### src/rtl/joint_trajectory_interpolator_unit_defines.svh
// Assertion helpers shared by the interpolator RTL.
`ifndef JOINT_TRAJECTORY_INTERPOLATOR_UNIT_DEFINES_SVH
`define JOINT_TRAJECTORY_INTERPOLATOR_UNIT_DEFINES_SVH

// Same-cycle implication, checked on clk_i, off while rst_ni is low.
`define JTI_ASSERT_IMPL(lbl, ante, cons, msg) \
  lbl: assert property (@(posedge clk_i) disable iff (!rst_ni) (ante) |-> (cons)) \
    else $error(msg);

// Next-cycle implication.
`define JTI_ASSERT_NEXT(lbl, ante, cons, msg) \
  lbl: assert property (@(posedge clk_i) disable iff (!rst_ni) (ante) |=> (cons)) \
    else $error(msg);

`endif

### src/rtl/jti_pkg.sv
package jti_pkg;

  localparam int MAX_JOINTS = 8;
  localparam int JOINT_W    = $clog2(MAX_JOINTS);
  localparam int JCNT_W     = JOINT_W + 1;
  localparam int STEP_BITS  = 16;
  localparam int ANGLE_W    = 32;
  localparam int S_W        = 17;
  localparam int Q_ONE      = 65536;
  localparam int MAG_W      = ANGLE_W + 1;
  localparam int MUL_A_W    = MAG_W;
  localparam int MUL_B_W    = 20;
  localparam int PROD_W     = MUL_A_W + MUL_B_W;
  localparam int DIV_W      = 52;
  localparam int DEN_W      = 32;
  localparam int DCNT_W     = $clog2(DIV_W);

  typedef enum logic [1:0] {
    REQ_LOAD   = 2'd0,
    REQ_PLAN   = 2'd1,
    REQ_TICK   = 2'd2,
    REQ_REWIND = 2'd3
  } req_e;

  typedef enum logic [1:0] {
    PROF_LINEAR   = 2'd0,
    PROF_MIN_JERK = 2'd1,
    PROF_TRAP     = 2'd2,
    PROF_TRAP_ALT = 2'd3
  } prof_e;

  typedef enum logic [1:0] {
    CFG_CONTROL_FREQ  = 2'd0,
    CFG_MAX_ANG_VEL   = 2'd1,
    CFG_MIN_STEPS     = 2'd2,
    CFG_ACTIVE_JOINTS = 2'd3
  } cfg_e;

  typedef struct packed {
    logic [1:0]         req_type;
    logic [2:0]         joint_number;
    logic signed [31:0] start_angle;
    logic signed [31:0] end_angle;
    logic [1:0]         profile_kind;
  } jti_in_t;

  typedef struct packed {
    logic [2:0]         out_joint;
    logic signed [31:0] angle;
    logic [15:0]        planned_steps;
    logic [15:0]        current_step;
    logic               done_res;
    logic               last;
  } jti_out_t;

  typedef enum logic [4:0] {
    ST_IDLE,
    ST_PL_SCAN,
    ST_PL_MUL,
    ST_PL_DIVLD,
    ST_PL_DIV,
    ST_PL_SET,
    ST_PL_EMIT,
    ST_ZR_EMIT,
    ST_TK_LOAD,
    ST_TK_DIV,
    ST_TK_TSET,
    ST_SH_FIRST,
    ST_MJ_MUL1,
    ST_MJ_T2,
    ST_MJ_MUL2,
    ST_MJ_T3P,
    ST_MJ_MUL3,
    ST_MJ_S,
    ST_TR_MUL,
    ST_TR_S,
    ST_BL_MUL,
    ST_BL_EMIT
  } ctrl_state_e;

  typedef enum logic [4:0] {
    OP_NONE,
    OP_SCAN,
    OP_PMUL,
    OP_PDIV_LOAD,
    OP_DIV_STEP,
    OP_PLAN_SET,
    OP_EMIT_PLAN,
    OP_EMIT_ZERO,
    OP_TICK_LOAD,
    OP_T_SET,
    OP_S_FIRST,
    OP_MUL_TT,
    OP_T2,
    OP_MUL_T2T,
    OP_T3P,
    OP_MUL_T3P,
    OP_S_MJ,
    OP_S_TRAP,
    OP_BL_MUL,
    OP_EMIT_TICK
  } dp_op_e;

  typedef struct packed {
    logic   accept;
    dp_op_e op;
  } jti_cmd_t;

  typedef struct packed {
    logic j_last;
    logic div_last;
    logic has_plan;
    logic n_one;
    logic shape_simple;
    logic is_mj;
  } jti_sts_t;

endpackage

### src/rtl/joint_trajectory_interpolator_unit.sv
// Channel  Direction  Handshake             Payload
// in       input      in_valid_i/in_stall_o jti_in_t: load, plan, tick or rewind
// out      output     out_valid_o/out_stall_i jti_out_t: one per plan or tick joint
// cfg      input      cfg_valid_i/cfg_ready_o cfg_index_i, cfg_data_i
//
// Load and rewind finish when accepted. A plan scans the joints, multiplies
// and runs the shared radix-2 divider; a tick runs the same divider (not for
// a one-step plan), then one multiplier pass per shape term and per joint.
// Without a plan a tick gives zero angles. One transaction is in work at a time.
// Async active-low reset loads register defaults and clears the angle stores.
// A stalled output holds its register; the engine waits for the slot to free.
`include "joint_trajectory_interpolator_unit_defines.svh"

module joint_trajectory_interpolator_unit import jti_pkg::*; (
  input  logic        clk_i,
  input  logic        rst_ni,
  input  logic        in_valid_i,
  output logic        in_stall_o,
  input  jti_in_t     in_data_i,
  output logic        out_valid_o,
  input  logic        out_stall_i,
  output jti_out_t    out_data_o,
  input  logic        cfg_valid_i,
  output logic        cfg_ready_o,
  input  logic [1:0]  cfg_index_i,
  input  logic [31:0] cfg_data_i
);

  jti_cmd_t cmd;
  jti_sts_t sts;

  assign cfg_ready_o = 1'b1;

  jti_ctrl u_ctrl (
    .clk_i       (clk_i),
    .rst_ni      (rst_ni),
    .in_valid_i  (in_valid_i),
    .req_type_i  (in_data_i.req_type),
    .out_stall_i (out_stall_i),
    .sts_i       (sts),
    .in_stall_o  (in_stall_o),
    .out_valid_o (out_valid_o),
    .cmd_o       (cmd)
  );

  jti_dp u_dp (
    .clk_i       (clk_i),
    .rst_ni      (rst_ni),
    .cmd_i       (cmd),
    .in_data_i   (in_data_i),
    .cfg_valid_i (cfg_valid_i),
    .cfg_index_i (cfg_index_i),
    .cfg_data_i  (cfg_data_i),
    .sts_o       (sts),
    .out_data_o  (out_data_o)
  );

  `JTI_ASSERT_IMPL(a_emit_into_free_slot, (cmd.op == OP_EMIT_PLAN || cmd.op == OP_EMIT_ZERO || cmd.op == OP_EMIT_TICK), (!out_valid_o || !out_stall_i), "result written over a stalled one")
  `JTI_ASSERT_IMPL(a_idle_no_work, !in_stall_o, (cmd.op == OP_NONE), "datapath busy while idle")
  `JTI_ASSERT_NEXT(a_div_runs_out, (cmd.op == OP_DIV_STEP && !sts.div_last), (cmd.op == OP_DIV_STEP), "divider stopped early")

endmodule

### src/rtl/jti_ctrl.sv
module jti_ctrl import jti_pkg::*; (
  input  logic     clk_i,
  input  logic     rst_ni,
  input  logic     in_valid_i,
  input  logic [1:0] req_type_i,
  input  logic     out_stall_i,
  input  jti_sts_t sts_i,
  output logic     in_stall_o,
  output logic     out_valid_o,
  output jti_cmd_t cmd_o
);

  ctrl_state_e state_q, state_d;
  logic        out_valid_q, out_valid_d;
  logic        accept;
  logic        out_free;
  logic        emit;

  assign accept   = in_valid_i && (state_q == ST_IDLE);
  assign out_free = !out_valid_q || !out_stall_i;

  always_comb begin
    state_d = state_q;
    unique case (state_q)
      ST_IDLE: begin
        if (accept) begin
          unique case (req_e'(req_type_i))
            REQ_PLAN:   state_d = ST_PL_SCAN;
            REQ_TICK:   state_d = sts_i.has_plan ? ST_TK_LOAD : ST_ZR_EMIT;
            REQ_LOAD,
            REQ_REWIND: state_d = ST_IDLE;
          endcase
        end
      end
      ST_PL_SCAN:  if (sts_i.j_last) state_d = ST_PL_MUL;
      ST_PL_MUL:   state_d = ST_PL_DIVLD;
      ST_PL_DIVLD: state_d = ST_PL_DIV;
      ST_PL_DIV:   if (sts_i.div_last) state_d = ST_PL_SET;
      ST_PL_SET:   state_d = ST_PL_EMIT;
      ST_PL_EMIT:  if (out_free) state_d = ST_IDLE;
      ST_ZR_EMIT:  if (out_free && sts_i.j_last) state_d = ST_IDLE;
      ST_TK_LOAD:  state_d = sts_i.n_one ? ST_SH_FIRST : ST_TK_DIV;
      ST_TK_DIV:   if (sts_i.div_last) state_d = ST_TK_TSET;
      ST_TK_TSET:  state_d = ST_SH_FIRST;
      ST_SH_FIRST: begin
        if (sts_i.shape_simple) state_d = ST_BL_MUL;
        else if (sts_i.is_mj)   state_d = ST_MJ_MUL1;
        else                    state_d = ST_TR_MUL;
      end
      ST_MJ_MUL1:  state_d = ST_MJ_T2;
      ST_MJ_T2:    state_d = ST_MJ_MUL2;
      ST_MJ_MUL2:  state_d = ST_MJ_T3P;
      ST_MJ_T3P:   state_d = ST_MJ_MUL3;
      ST_MJ_MUL3:  state_d = ST_MJ_S;
      ST_MJ_S:     state_d = ST_BL_MUL;
      ST_TR_MUL:   state_d = ST_TR_S;
      ST_TR_S:     state_d = ST_BL_MUL;
      ST_BL_MUL:   state_d = ST_BL_EMIT;
      ST_BL_EMIT: begin
        if (out_free) state_d = sts_i.j_last ? ST_IDLE : ST_BL_MUL;
      end
      default:     state_d = ST_IDLE;
    endcase
  end

  always_comb begin
    cmd_o.accept = accept;
    cmd_o.op     = OP_NONE;
    unique case (state_q)
      ST_IDLE:     cmd_o.op = OP_NONE;
      ST_PL_SCAN:  cmd_o.op = OP_SCAN;
      ST_PL_MUL:   cmd_o.op = OP_PMUL;
      ST_PL_DIVLD: cmd_o.op = OP_PDIV_LOAD;
      ST_PL_DIV:   cmd_o.op = OP_DIV_STEP;
      ST_PL_SET:   cmd_o.op = OP_PLAN_SET;
      ST_PL_EMIT:  cmd_o.op = out_free ? OP_EMIT_PLAN : OP_NONE;
      ST_ZR_EMIT:  cmd_o.op = out_free ? OP_EMIT_ZERO : OP_NONE;
      ST_TK_LOAD:  cmd_o.op = OP_TICK_LOAD;
      ST_TK_DIV:   cmd_o.op = OP_DIV_STEP;
      ST_TK_TSET:  cmd_o.op = OP_T_SET;
      ST_SH_FIRST: cmd_o.op = OP_S_FIRST;
      ST_MJ_MUL1:  cmd_o.op = OP_MUL_TT;
      ST_MJ_T2:    cmd_o.op = OP_T2;
      ST_MJ_MUL2:  cmd_o.op = OP_MUL_T2T;
      ST_MJ_T3P:   cmd_o.op = OP_T3P;
      ST_MJ_MUL3:  cmd_o.op = OP_MUL_T3P;
      ST_MJ_S:     cmd_o.op = OP_S_MJ;
      ST_TR_MUL:   cmd_o.op = OP_MUL_TT;
      ST_TR_S:     cmd_o.op = OP_S_TRAP;
      ST_BL_MUL:   cmd_o.op = OP_BL_MUL;
      ST_BL_EMIT:  cmd_o.op = out_free ? OP_EMIT_TICK : OP_NONE;
      default:     cmd_o.op = OP_NONE;
    endcase
  end

  assign emit = (cmd_o.op == OP_EMIT_PLAN) || (cmd_o.op == OP_EMIT_ZERO) ||
                (cmd_o.op == OP_EMIT_TICK);

  always_comb begin
    if (emit) begin
      out_valid_d = 1'b1;
    end else if (out_stall_i) begin
      out_valid_d = out_valid_q;
    end else begin
      out_valid_d = 1'b0;
    end
  end

  always_ff @(posedge clk_i or negedge rst_ni) begin
    if (!rst_ni) begin
      state_q     <= ST_IDLE;
      out_valid_q <= 1'b0;
    end else begin
      state_q     <= state_d;
      out_valid_q <= out_valid_d;
    end
  end

  assign in_stall_o  = (state_q != ST_IDLE);
  assign out_valid_o = out_valid_q;

endmodule

### src/rtl/jti_dp.sv
module jti_dp import jti_pkg::*; (
  input  logic        clk_i,
  input  logic        rst_ni,
  input  jti_cmd_t    cmd_i,
  input  jti_in_t     in_data_i,
  input  logic        cfg_valid_i,
  input  logic [1:0]  cfg_index_i,
  input  logic [31:0] cfg_data_i,
  output jti_sts_t    sts_o,
  output jti_out_t    out_data_o
);

  localparam int RND_W = PROD_W - 15;

  function automatic logic [RND_W-1:0] rnd16(input logic [PROD_W-1:0] v);
    logic [PROD_W:0] sum;
    sum = {1'b0, v} + (PROD_W + 1)'(32768);
    return sum[PROD_W:16];
  endfunction

  // configuration
  logic [16:0] freq_q;
  logic [31:0] vel_q;
  logic [15:0] min_steps_q;
  logic [3:0]  act_q;

  // plan state
  logic signed [ANGLE_W-1:0] start_q [MAX_JOINTS];
  logic signed [ANGLE_W-1:0] end_q   [MAX_JOINTS];
  prof_e                     chosen_q;
  logic [STEP_BITS-1:0]      total_q;
  logic [STEP_BITS-1:0]      idx_q;
  logic                      has_plan_q;
  logic [JOINT_W-1:0]        j_q;
  logic [DCNT_W-1:0]         dcnt_q;

  // working registers
  prof_e                 prof_q;
  logic [MAG_W-1:0]      disp_q;
  logic [PROD_W-1:0]     prod_q;
  logic [DIV_W-1:0]      num_q;
  logic [DEN_W-1:0]      rem_q;
  logic [DIV_W-1:0]      quo_q;
  logic [DEN_W-1:0]      den_q;
  logic [STEP_BITS-1:0]  i_q;
  logic [S_W-1:0]        t_q, t2_q, t3_q, s_q;
  logic [MUL_B_W-1:0]    p_q;
  jti_out_t              out_q;

  logic [JCNT_W-1:0]        nj;
  logic                     j_last;
  logic signed [MAG_W-1:0]  diff;
  logic                     neg;
  logic [MAG_W-1:0]         mag;
  logic [31:0]              vel_eff;
  logic [15:0]              lo;
  logic [STEP_BITS-1:0]     n_eff, nm1, i_c;
  logic                     n_one;
  logic [MUL_A_W-1:0]       mul_a;
  logic [MUL_B_W-1:0]       mul_b;
  logic [PROD_W-1:0]        prod_d;
  logic [19:0]              t5;
  logic                     reg_low, reg_mid, use_u;
  logic [S_W-1:0]           u;
  logic [20:0]              mid_v;
  logic [S_W-1:0]           s_first;
  logic [DEN_W:0]           rem_sh;
  logic                     ge;
  logic [STEP_BITS-1:0]     steps;
  logic [21:0]              p_full;
  logic [RND_W-1:0]         r_mj;
  logic [PROD_W-1:0]        trap_sum;
  logic [S_W-1:0]           trap_v;
  logic [RND_W-1:0]         q_bl;
  logic [ANGLE_W+1:0]       a_ext, ang_r;

  always_comb begin
    if (act_q == 4'd0) begin
      nj = JCNT_W'(1);
    end else if (JCNT_W'(act_q) > JCNT_W'(MAX_JOINTS)) begin
      nj = JCNT_W'(MAX_JOINTS);
    end else begin
      nj = JCNT_W'(act_q);
    end
  end
  assign j_last = ({1'b0, j_q} == (nj - JCNT_W'(1)));

  assign diff = {end_q[j_q][ANGLE_W-1], end_q[j_q]} -
                {start_q[j_q][ANGLE_W-1], start_q[j_q]};
  assign neg  = diff[MAG_W-1];
  assign mag  = neg ? MAG_W'(-diff) : MAG_W'(diff);

  assign vel_eff = (vel_q == 32'd0) ? 32'd1 : vel_q;
  assign lo      = (min_steps_q == 16'd0) ? 16'd1 : min_steps_q;
  assign n_eff   = (total_q == '0) ? STEP_BITS'(1) : total_q;
  assign nm1     = n_eff - STEP_BITS'(1);
  assign i_c     = (idx_q < nm1) ? idx_q : nm1;
  assign n_one   = (nm1 == '0);

  // profile regions: first fifth, middle, last fifth
  assign t5      = {1'b0, t_q, 2'b00} + 20'(t_q);
  assign reg_low = (t5 < 20'(Q_ONE));
  assign reg_mid = !reg_low && (t5 < 20'(4 * Q_ONE));
  assign use_u   = (chosen_q != PROF_MIN_JERK) && !reg_low && !reg_mid;
  assign u       = S_W'(Q_ONE) - t_q;
  assign mid_v   = {1'b0, t_q, 3'b000} + {3'b000, t_q, 1'b0} - 21'd65532;

  always_comb begin
    if (t_q == '0) begin
      s_first = '0;
    end else if (t_q >= S_W'(Q_ONE)) begin
      s_first = S_W'(Q_ONE);
    end else if (chosen_q == PROF_LINEAR) begin
      s_first = t_q;
    end else begin
      s_first = mid_v[19:3];
    end
  end

  always_comb begin
    mul_a = '0;
    mul_b = '0;
    case (cmd_i.op)
      OP_PMUL:    begin mul_a = disp_q;                 mul_b = MUL_B_W'(freq_q); end
      OP_MUL_TT:  begin
        mul_a = MUL_A_W'(use_u ? u : t_q);
        mul_b = MUL_B_W'(use_u ? u : t_q);
      end
      OP_MUL_T2T: begin mul_a = MUL_A_W'(t2_q);         mul_b = MUL_B_W'(t_q); end
      OP_MUL_T3P: begin mul_a = MUL_A_W'(t3_q);         mul_b = p_q; end
      OP_BL_MUL:  begin mul_a = mag;                    mul_b = MUL_B_W'(s_q); end
      default:    begin mul_a = '0;                     mul_b = '0; end
    endcase
  end
  assign prod_d = PROD_W'(mul_a) * PROD_W'(mul_b);

  // restoring divider, one quotient bit per cycle
  assign rem_sh = {rem_q, num_q[DIV_W-1]};
  assign ge     = (rem_sh >= {1'b0, den_q});

  assign steps = (|quo_q[DIV_W-1:STEP_BITS]) ? {STEP_BITS{1'b1}} :
                 ((quo_q[STEP_BITS-1:0] < STEP_BITS'(lo)) ? STEP_BITS'(lo)
                                                          : quo_q[STEP_BITS-1:0]);

  assign p_full = 22'(10 * Q_ONE) - 22'({t_q, 4'b0000}) + 22'(t_q) +
                  22'({t2_q, 2'b00}) + 22'({t2_q, 1'b0});

  assign r_mj     = rnd16(prod_q);
  assign trap_sum = (prod_q << 4) + (prod_q << 3) + prod_q + PROD_W'(1 << 18);
  assign trap_v   = trap_sum[S_W+18:19];

  assign q_bl  = rnd16(prod_q);
  assign a_ext = {{2{start_q[j_q][ANGLE_W-1]}}, start_q[j_q]};
  assign ang_r = neg ? a_ext - q_bl[ANGLE_W+1:0] : a_ext + q_bl[ANGLE_W+1:0];

  always_ff @(posedge clk_i or negedge rst_ni) begin
    if (!rst_ni) begin
      freq_q      <= 17'd1000;
      vel_q       <= 32'd65536;
      min_steps_q <= 16'd10;
      act_q       <= 4'd7;
      for (int k = 0; k < MAX_JOINTS; k++) begin
        start_q[k] <= '0;
        end_q[k]   <= '0;
      end
      chosen_q    <= PROF_TRAP;
      total_q     <= STEP_BITS'(10);
      idx_q       <= '0;
      has_plan_q  <= 1'b0;
      j_q         <= '0;
      dcnt_q      <= '0;
    end else begin
      if (cfg_valid_i) begin
        unique case (cfg_e'(cfg_index_i))
          CFG_CONTROL_FREQ:  freq_q      <= cfg_data_i[16:0];
          CFG_MAX_ANG_VEL:   vel_q       <= cfg_data_i;
          CFG_MIN_STEPS:     min_steps_q <= cfg_data_i[15:0];
          CFG_ACTIVE_JOINTS: act_q       <= cfg_data_i[3:0];
        endcase
      end
      if (cmd_i.accept) begin
        j_q <= '0;
        unique case (req_e'(in_data_i.req_type))
          REQ_LOAD: begin
            start_q[in_data_i.joint_number] <= in_data_i.start_angle;
            end_q[in_data_i.joint_number]   <= in_data_i.end_angle;
          end
          REQ_REWIND: idx_q <= '0;
          REQ_PLAN, REQ_TICK: ;
        endcase
      end
      case (cmd_i.op)
        OP_SCAN, OP_EMIT_ZERO: j_q <= j_q + JOINT_W'(1);
        OP_PDIV_LOAD, OP_TICK_LOAD: dcnt_q <= '0;
        OP_DIV_STEP: dcnt_q <= dcnt_q + DCNT_W'(1);
        OP_PLAN_SET: begin
          total_q    <= steps;
          idx_q      <= '0;
          chosen_q   <= prof_q;
          has_plan_q <= 1'b1;
        end
        OP_EMIT_TICK: begin
          j_q <= j_q + JOINT_W'(1);
          if (j_last && (i_q < nm1)) begin
            idx_q <= i_q + STEP_BITS'(1);
          end else if (j_last) begin
            idx_q <= i_q;
          end
        end
        default: ;
      endcase
    end
  end

  always_ff @(posedge clk_i) begin
    if (cmd_i.accept) begin
      prof_q <= prof_e'(in_data_i.profile_kind);
      disp_q <= '0;
    end
    case (cmd_i.op)
      OP_SCAN: if (mag > disp_q) disp_q <= mag;
      OP_PMUL, OP_MUL_TT, OP_MUL_T2T, OP_MUL_T3P, OP_BL_MUL: prod_q <= prod_d;
      OP_PDIV_LOAD: begin
        num_q <= prod_q[DIV_W-1:0] + DIV_W'(vel_eff - 32'd1);
        den_q <= vel_eff;
        rem_q <= '0;
        quo_q <= '0;
      end
      OP_TICK_LOAD: begin
        i_q   <= i_c;
        num_q <= DIV_W'({i_c, 17'd0}) + DIV_W'(nm1);
        den_q <= DEN_W'({nm1, 1'b0});
        rem_q <= '0;
        quo_q <= '0;
        if (n_one) t_q <= S_W'(Q_ONE);
      end
      OP_DIV_STEP: begin
        rem_q <= ge ? DEN_W'(rem_sh - {1'b0, den_q}) : rem_sh[DEN_W-1:0];
        num_q <= {num_q[DIV_W-2:0], 1'b0};
        quo_q <= {quo_q[DIV_W-2:0], ge};
      end
      OP_T_SET:   t_q <= quo_q[S_W-1:0];
      OP_S_FIRST: s_q <= s_first;
      OP_T2:      t2_q <= r_mj[S_W-1:0];
      OP_T3P: begin
        t3_q <= r_mj[S_W-1:0];
        p_q  <= p_full[MUL_B_W-1:0];
      end
      OP_S_MJ: s_q <= (r_mj > RND_W'(Q_ONE)) ? S_W'(Q_ONE) : r_mj[S_W-1:0];
      OP_S_TRAP: s_q <= use_u ? S_W'(Q_ONE) - trap_v : trap_v;
      OP_EMIT_PLAN: begin
        out_q.out_joint     <= '0;
        out_q.angle         <= '0;
        out_q.planned_steps <= total_q[15:0];
        out_q.current_step  <= '0;
        out_q.done_res      <= (total_q <= STEP_BITS'(1));
        out_q.last          <= 1'b1;
      end
      OP_EMIT_ZERO: begin
        out_q.out_joint     <= 3'(j_q);
        out_q.angle         <= '0;
        out_q.planned_steps <= total_q[15:0];
        out_q.current_step  <= '0;
        out_q.done_res      <= 1'b0;
        out_q.last          <= j_last;
      end
      OP_EMIT_TICK: begin
        out_q.out_joint     <= 3'(j_q);
        out_q.angle         <= ang_r[ANGLE_W-1:0];
        out_q.planned_steps <= total_q[15:0];
        out_q.current_step  <= i_q[15:0];
        out_q.done_res      <= (i_q == nm1);
        out_q.last          <= j_last;
      end
      default: ;
    endcase
  end

  assign sts_o.j_last       = j_last;
  assign sts_o.div_last     = (dcnt_q == DCNT_W'(DIV_W - 1));
  assign sts_o.has_plan     = has_plan_q;
  assign sts_o.n_one        = n_one;
  assign sts_o.shape_simple = (t_q == '0) || (t_q >= S_W'(Q_ONE)) ||
                              (chosen_q == PROF_LINEAR) ||
                              ((chosen_q != PROF_MIN_JERK) && reg_mid);
  assign sts_o.is_mj        = (chosen_q == PROF_MIN_JERK);

  assign out_data_o = out_q;

endmodule

### config.mk
export PLATFORM = sky130hd
export DESIGN_NAME = joint_trajectory_interpolator_unit
export DESIGN_NICKNAME = d
export VERILOG_FILES = /design/src/rtl/jti_pkg.sv /design/src/rtl/joint_trajectory_interpolator_unit.sv /design/src/rtl/jti_ctrl.sv /design/src/rtl/jti_dp.sv
export VERILOG_INCLUDE_DIRS = /design/src /design/src/rtl
export SDC_FILE = /design/constraint.sdc
export NUM_CORES = 2
export LEC_CHECK = 0
export ABC_AREA = 1
export BUFFER_PORTS_ARGS = -buffer_cell sky130_fd_sc_hd__buf_2
export CAP_MARGIN = 0
export CORE_ASPECT_RATIO = 1.75
export CORE_MARGIN = 1
export CORE_UTILIZATION = 50
export DETAILED_ROUTE_END_ITERATION = 8
export MAX_ROUTING_LAYER = met4
export PLACE_DENSITY_LB_ADDON = 0.1
export SLEW_MARGIN = 25
export SYNTH_ARGS = -nofsm -noshare
export SYNTH_HDL_FRONTEND = slang
export SYNTH_SLANG_ARGS = --single-unit
### constraint.sdc
create_clock -name clk_i -period 9.1 [get_ports clk_i]
set_clock_uncertainty 0.05 [all_clocks]
set_input_delay 1.365 -clock clk_i [delete_from_list [all_inputs] [get_ports clk_i]]
set_output_delay 1.365 -clock clk_i [all_outputs]
set_load 0.1 [all_outputs]
# Word level (Yosys, flattened, before mapping)
# Cells that the tools add are included.
# totals
regBits	1060
out_inout_bits	72
word_cells	270
# op_classes
muxes	69
eq_ne	60
n_mul	1
add_sub_neg	26
n_lt_le_gt_ge	14
reduce_logical	51
bitwise	2
# op_table
op	count
bitwise mux 256 bit	2
two-way mux 32 bit	8
case mux 69 bit (3 select lines)	1
binary-select mux 32 bit (select 3 bit)	2
case mux 33 bit (5 select lines)	1
case mux 52 bit (3 select lines)	1
two-way mux 16 bit	9
two-way mux 17 bit	8
two-way mux 33 bit	4
case mux 32 bit (2 select lines)	2
case mux 5 bit (21 select lines)	1
case mux 52 bit (2 select lines)	1
case mux 20 bit (5 select lines)	1
demux 32 bit (select 3 bit)	1
case mux 5 bit (19 select lines)	1
equality test 5 x 4 -> 1 bit (second input constant)	16
adder 36 bit	2
subtractor 32 bit	2
two-way mux 5 bit	11
adder 53 x 16 -> 54 bit (second input constant)	1
multiplier 33 x 20 -> 53 bit	1
adder 52 bit	1
case mux 17 bit (3 select lines)	1
equality test 5 bit (second input constant)	10
66 further kinds	135

# Longest topological paths before layout
# depth
word_depth	10
ltp_mapped	59
depth_no_buf	54

# By module
# A second synthesis with hierarchy kept.
# unflattened
hier_cells	11305
area_unflattened_um2	88851.5
# modules_own_cells
module	instances	cells_per_inst	seq_area_each_um2	area_per_inst_um2
jti_dp	1	11142	28210.8	87948.1
jti_ctrl	1	161	150.1	892.1
joint_trajectory_interpolator_unit	1	2	0.0	11.3

# Worst setup path before layout
# OpenSTA, ideal clock, no wires.
# synth_timing
path_kind	flip-flop to flip-flop
start	register u_dp.j_q[0]
end	register u_dp.prod_q[51], data pin
setup_slack_ns	-0.851
synth_period_minus_slack_ns	9.951
arrival_ns	9.642
path_stages_with_launch	52
setup_time_ns	0.259
t_required_ns	8.791
cell_sequence	dfrtp_1 inv_1 clkbuf_1 clkbuf_1 clkbuf_1 nor2_1 o22ai_1 inv_1 o21ai_0 inv_1 ha_1 nand2_1 nor2_1 nand2_1 nand3_1 nand2_1 nand2_1 nor2_1 [... 16 more ...] fa_1 fa_1 fa_1 inv_1 fa_1 inv_1 ha_1 nand2_1 nand2_1 a21oi_1 o21ai_0 a211oi_1 nand3_1 a21o_1 a21oi_1 o21ai_0 nand2_1 nand2_1
# synth_between
elab_chain_cells	9
elab_cells_between_ends	12
# synth_rtl
item	line	text
start, declared	jti_dp.sv:34	logic [JOINT_W-1:0] j_q;
start signal, assigned	jti_dp.sv:193	OP_SCAN, OP_EMIT_ZERO: j_q <= j_q + JOINT_W'(1);
start signal, assigned	jti_dp.sv:203	j_q <= j_q + JOINT_W'(1);
inverter 3 -> 4 bit (not written as such) *	jti_dp.sv:88, jti_dp.sv:89	
binary-select mux 32 bit (select 3 bit), on equally long branches	jti_dp.sv:88, jti_dp.sv:89	
two-way mux 32 bit, on equally long branches (2 in a row)	jti_dp.sv:88, jti_dp.sv:89	
subtractor 32 x 32 -> 33 bit *	jti_dp.sv:88	assign diff = {end_q[j_q][ANGLE_W-1], end_q[j_q]} -
negator 33 bit	jti_dp.sv:91	assign mag = neg ? MAG_W'(-diff) : MAG_W'(diff);
two-way mux 33 bit *	jti_dp.sv:91	
case mux 33 bit (5 select lines) *	jti_dp.sv:123	case (cmd_i.op)
multiplier 33 x 20 -> 53 bit *	jti_dp.sv:135	assign prod_d = PROD_W'(mul_a) * PROD_W'(mul_b);
via u_dp.prod_d[51]	jti_dp.sv:61	logic [PROD_W-1:0] prod_d;
end signal, assigned	jti_dp.sv:222	OP_PMUL, OP_MUL_TT, OP_MUL_T2T, OP_MUL_T3P, OP_BL_MUL: prod_q <= prod_d;
end, declared	jti_dp.sv:40	logic [PROD_W-1:0] prod_q;
# Mark *: on every way through the listed nets, which the timed path passes. The rest lies on a longest branch. The select of a mux whose other input is x is not followed.
# A chain may end at the register's enable or synchronous reset.

# Worst setup path in the final report
# Ends and elaborated chain as after synthesis.

==> flow_summary.rst <==
.. list-table::
   :header-rows: 1

   * - Metric
     - Value
   * - Run status
     - finished, violations left
   * - Violated checks
     - setup timing
   * - Fraction of synthesized cell area in xor and xnor cells
     - 2.89%
   * - Post-detailed-routing wire length
     - 348 mm
   * - Synthesized cell area
     - 0.0881 mm^2
   * - Global-route wire length before repair
     - 510 mm
   * - Share of synthesized cell area in and, or, nand and nor gates
     - 20.5%
   * - Average size of a mapped cell
     - 7.90 um^2
   * - Routability Congestion
     - 1.07
   * - Clk pin slew, worst setup/hold paths
     - 0.07 ns
   * - Worst setup slack after layout
     - -1.26 ns
   * - Number of instances in the placed design
     - 14200
   * - Worst-skew pair later-pin latency
     - 0.78 ns
   * - Setup Viol. Count Final
     - 78
   * - Syn. warnings
     - 0
   * - Cell mode on critical path
     - sky130_fd_sc_hd__fa_1
   * - Number of flip-flops and latches in the synthesized netlist
     - 1060
   * - Portion of synthesized cell area occupied by the leading cell type
     - 17.5%
   * - TritonCTS buffer count
     - 100
   * - Remaining antenna violation count after routing
     - 0
   * - Number of remaining DRC errors
     - 0
   * - Drt wl/cell
     - 23.7 um
   * - Number of antenna violations at the first check in global routing
     - 10
   * - Total via count after detailed routing
     - 82700
   * - Minimum clock period after layout
     - 10.36 ns
   * - Count of input and output buffers
     - 180
   * - WS Path Type
     - flop to flop
   * - Startpoint kind of the worst setup timing path
     - flop
   * - CTS Root Cell
     - sky130_fd_sc_hd__clkbuf_16
   * - Worst path arrival time
     - 10.77 ns
   * - Initial standard-cell utilization of the core
     - 50.4%
   * - Cell types occupying the most area after synthesis
     - sky130_fd_sc_hd__dfrtp_1 18%, sky130_fd_sc_hd__fa_1 14%, sky130_fd_sc_hd__edfxtp_1 14%
   * - Hold Vio Cnt, Final
     - 0
   * - Util after Layout
     - 62.5%
   * - Die Area
     - 0.178 mm^2
   * - Most used standard cells in the synthesized netlist
     - 2361 x sky130_fd_sc_hd__nand2_1, 1705 x sky130_fd_sc_hd__inv_1, 1208 x sky130_fd_sc_hd__nor2_1
   * - Global route overflow
     - 0
   * - Maximum level of the CTS H-tree
     - 3
   * - Slowest stage cell on the critical path
     - sky130_fd_sc_hd__fa_2
   * - Number of violations reported at the end of detailed-routing iteration 0
     - 5923
   * - Fraction of synthesis flops using an asynchronous set or reset pin
     - 59.5%
   * - Hold Path Class
     - flop to flop
   * - Post-route non-filler standard cell count
     - 14700
   * - Vert. Die Dim
     - 557 um
   * - Unrepaired setup endpoints after global routing
     - true
   * - Max FO, Critical Path
     - 5
   * - Number of synthesized flops with an enable pin
     - 396
   * - Mux contribution to synthesized area
     - 0%
   * - # clock sinks
     - 1060
   * - Final cycle utilization of the critical path
     - 114%
   * - Pin count of the biggest net entering global routing
     - 152
   * - Critical path endpoint category
     - flop
   * - Synth Area in Compound Gates
     - 13.0%
   * - Cell Rows
     - 203
   * - Detail-routed via count per cell
     - 5.63
   * - Hold buffer count at CTS
     - 0
   * - Post-DP HPWL
     - 266 mm
   * - Max_cap viols
     - 0
   * - Cell with the most instances after synthesis
     - sky130_fd_sc_hd__nand2_1
   * - Maximum root-to-sink buffer count
     - 3
   * - FF-to-FF path depth
     - 48
   * - Cells after synthesis
     - 11200
   * - Net total in the final layout
     - 13600
   * - Ratio of cells with drive above 1 in the final layout
     - 19.7%
   * - Synthesis-to-finish area growth
     - 24.0%
   * - Global router's overall resource usage
     - 39.6%
   * - Max-slew headroom at the worst pin
     - 27.4%
   * - Worst stage delay on the critical path
     - 0.64 ns
   * - Depth of the worst hold-timing path
     - 2
   * - Required @ worst endpoint
     - 9.50 ns
   * - Post-Synth Adder-Cell Area
     - 22.0%
   * - Ports placed on the boundary
     - 182
   * - Die Width
     - 319 um
   * - Standard cell core area
     - 0.175 mm^2
   * - Maximum frequency from static timing analysis
     - 96.5 MHz
   * - Post-synthesis sequential area ratio
     - 32.2%
   * - Clock tree from TritonCTS
     - yes
   * - Main combinational cell family by area after synthesis
     - adder cells
   * - Distinct cell type count after synthesis
     - 67
   * - Number of global-route vias before repair
     - 84200
   * - Post-synth top flop
     - sky130_fd_sc_hd__dfrtp_1
   * - Transition time at the pin with the least slew margin
     - 1.08 ns
   * - Dominant cell type by area after synthesis
     - sky130_fd_sc_hd__dfrtp_1
   * - Final number of max-transition violations
     - 0
   * - 1st-pass router iterations
     - 8
## flip-flops by register name, summed over array words and instances (netlist names), 20 cells and up
signal,flops
u_dp.vel_q,32
u_dp.start_q,256
u_dp.den_q,32
u_dp.disp_q,33
u_dp.p_q,20
u_dp.prod_q,53
u_dp.end_q,256
u_dp.out_data_o,69
u_dp.num_q,52
u_dp.rem_q,32
u_dp.quo_q,52
## per-layer routing
metal / GRT usage (%) / routed length [um] / up-vias / part of all wire [%]
li1: - / - / 38200 / -
met1: 38.3 / 114000 / 40000 / 33
met2: 68.8 / 175000 / 3046 / 50
met3: 4.94 / 17800 / 1381 / 5.1
met4: 36.5 / 41400 / 0 / 12
met5: - / 0 / - / 0
## worst max-delay path: cells and delay by family, from the launching register on
| family | cells | cell delay (ns) |
|---|---|---|
| AO/OA/AOI/OAI | 9 | 1.45 |
| adder cells (fa/ha/maj) | 11 | 4.72 |
| buffers and inverters | 12 | 1.37 |
| flip-flops | 1 | 0.51 |
| AND/OR/NAND/NOR | 16 | 1.94 |
## placed cells by master, fill, tap and decap left out, types with 140 or more instances in the layout
master / n
sky130_fd_sc_hd__nand2_1: 2205
sky130_fd_sc_hd__buf_2: 179
sky130_fd_sc_hd__edfxtp_1: 396
sky130_fd_sc_hd__dfrtp_1: 614
sky130_fd_sc_hd__inv_1: 1624
sky130_fd_sc_hd__a21oi_1: 438
sky130_fd_sc_hd__o21ai_0: 1101
sky130_fd_sc_hd__buf_4: 1055
sky130_fd_sc_hd__nor2_1: 1095
sky130_fd_sc_hd__nand2_2: 140
sky130_fd_sc_hd__xor2_1: 166
sky130_fd_sc_hd__nand3_1: 372
sky130_fd_sc_hd__ha_1: 476
sky130_fd_sc_hd__fa_1: 589
## stage by stage
stage | hold WS (ns) | TNS [ns] | instance area [um^2] | setup WS, ns
detailed placement | 0.418 | -54.05 | 99400 | -1.78
floorplan | 0.380 | -0.0780 | 89000 | -0.0365
CTS | 0.427 | -34.05 | 107000 | -1.04
finish | 0.423 | -72.48 | 109000 | -1.26
global route | 0.442 | -91.48 | 109000 | -1.57
global placement | 0.410 | -48.46 | 99400 | -1.62
## cells by family (layout without fill, tap and decap cells)
group / count (synthesis) / count (layout)
other: 2 / 51
DFF: 1060 / 1060
and+or+nand+nor: 4382 / 4382
AOI/OAI and AO/OA: 2107 / 2107
buffers and inverters: 2147 / 3377
xor gates and xnor gates: 283 / 283
adders and majority gates: 1171 / 1171
## worst paths after layout
| check | slack, ns | from | end |
|---|---|---|---|
| setup / recovery | -1.26 | u_dp.j_q[0]$_DFFE_PN0P_ | u_dp.prod_q[51]$_DFFE_PP_ |
| hold / removal | 0.42 | u_dp.disp_q[4]$_DFF_P_ | u_dp.disp_q[4]$_DFF_P_ |
| setup reg to reg | -1.26 | u_dp.j_q[0]$_DFFE_PN0P_ | u_dp.prod_q[51]$_DFFE_PP_ |
| hold reg to reg | 0.42 | u_dp.disp_q[4]$_DFF_P_ | u_dp.disp_q[4]$_DFF_P_ |
| max in group asynchronous | 6.86 | rst_ni | u_dp.vel_q[28]$_DFFE_PN0P_ |
| min in group asynchronous | 0.56 | rst_ni | u_dp.end_q[115]$_DFFE_PN0P_ |
## layout make-up
cell class | count | area (um^2)
inverters | 1743 | 6700
repair inverters | 2 | 32.5
repair buffers | 1444 | 12600
clock inverters | 48 | 557
clock buffers | 140 | 2960
flip-flops and latches | 1060 | 28400
diodes | 2 | 5.00
fillers | 15400 | 65500
multi-input cells | 7992 | 55100
well taps | 2255 | 2820
## repair_timing
action,4_1_cts,5_1_grt
setup buffers,145,82
pin swaps,185,276
cloned,20,9
gates resized for setup,558,376
setup endpoints to repair,46,80
Power is not shown: default switching activity piles up to over one toggle a cycle in this logic, so the estimate is an artifact.
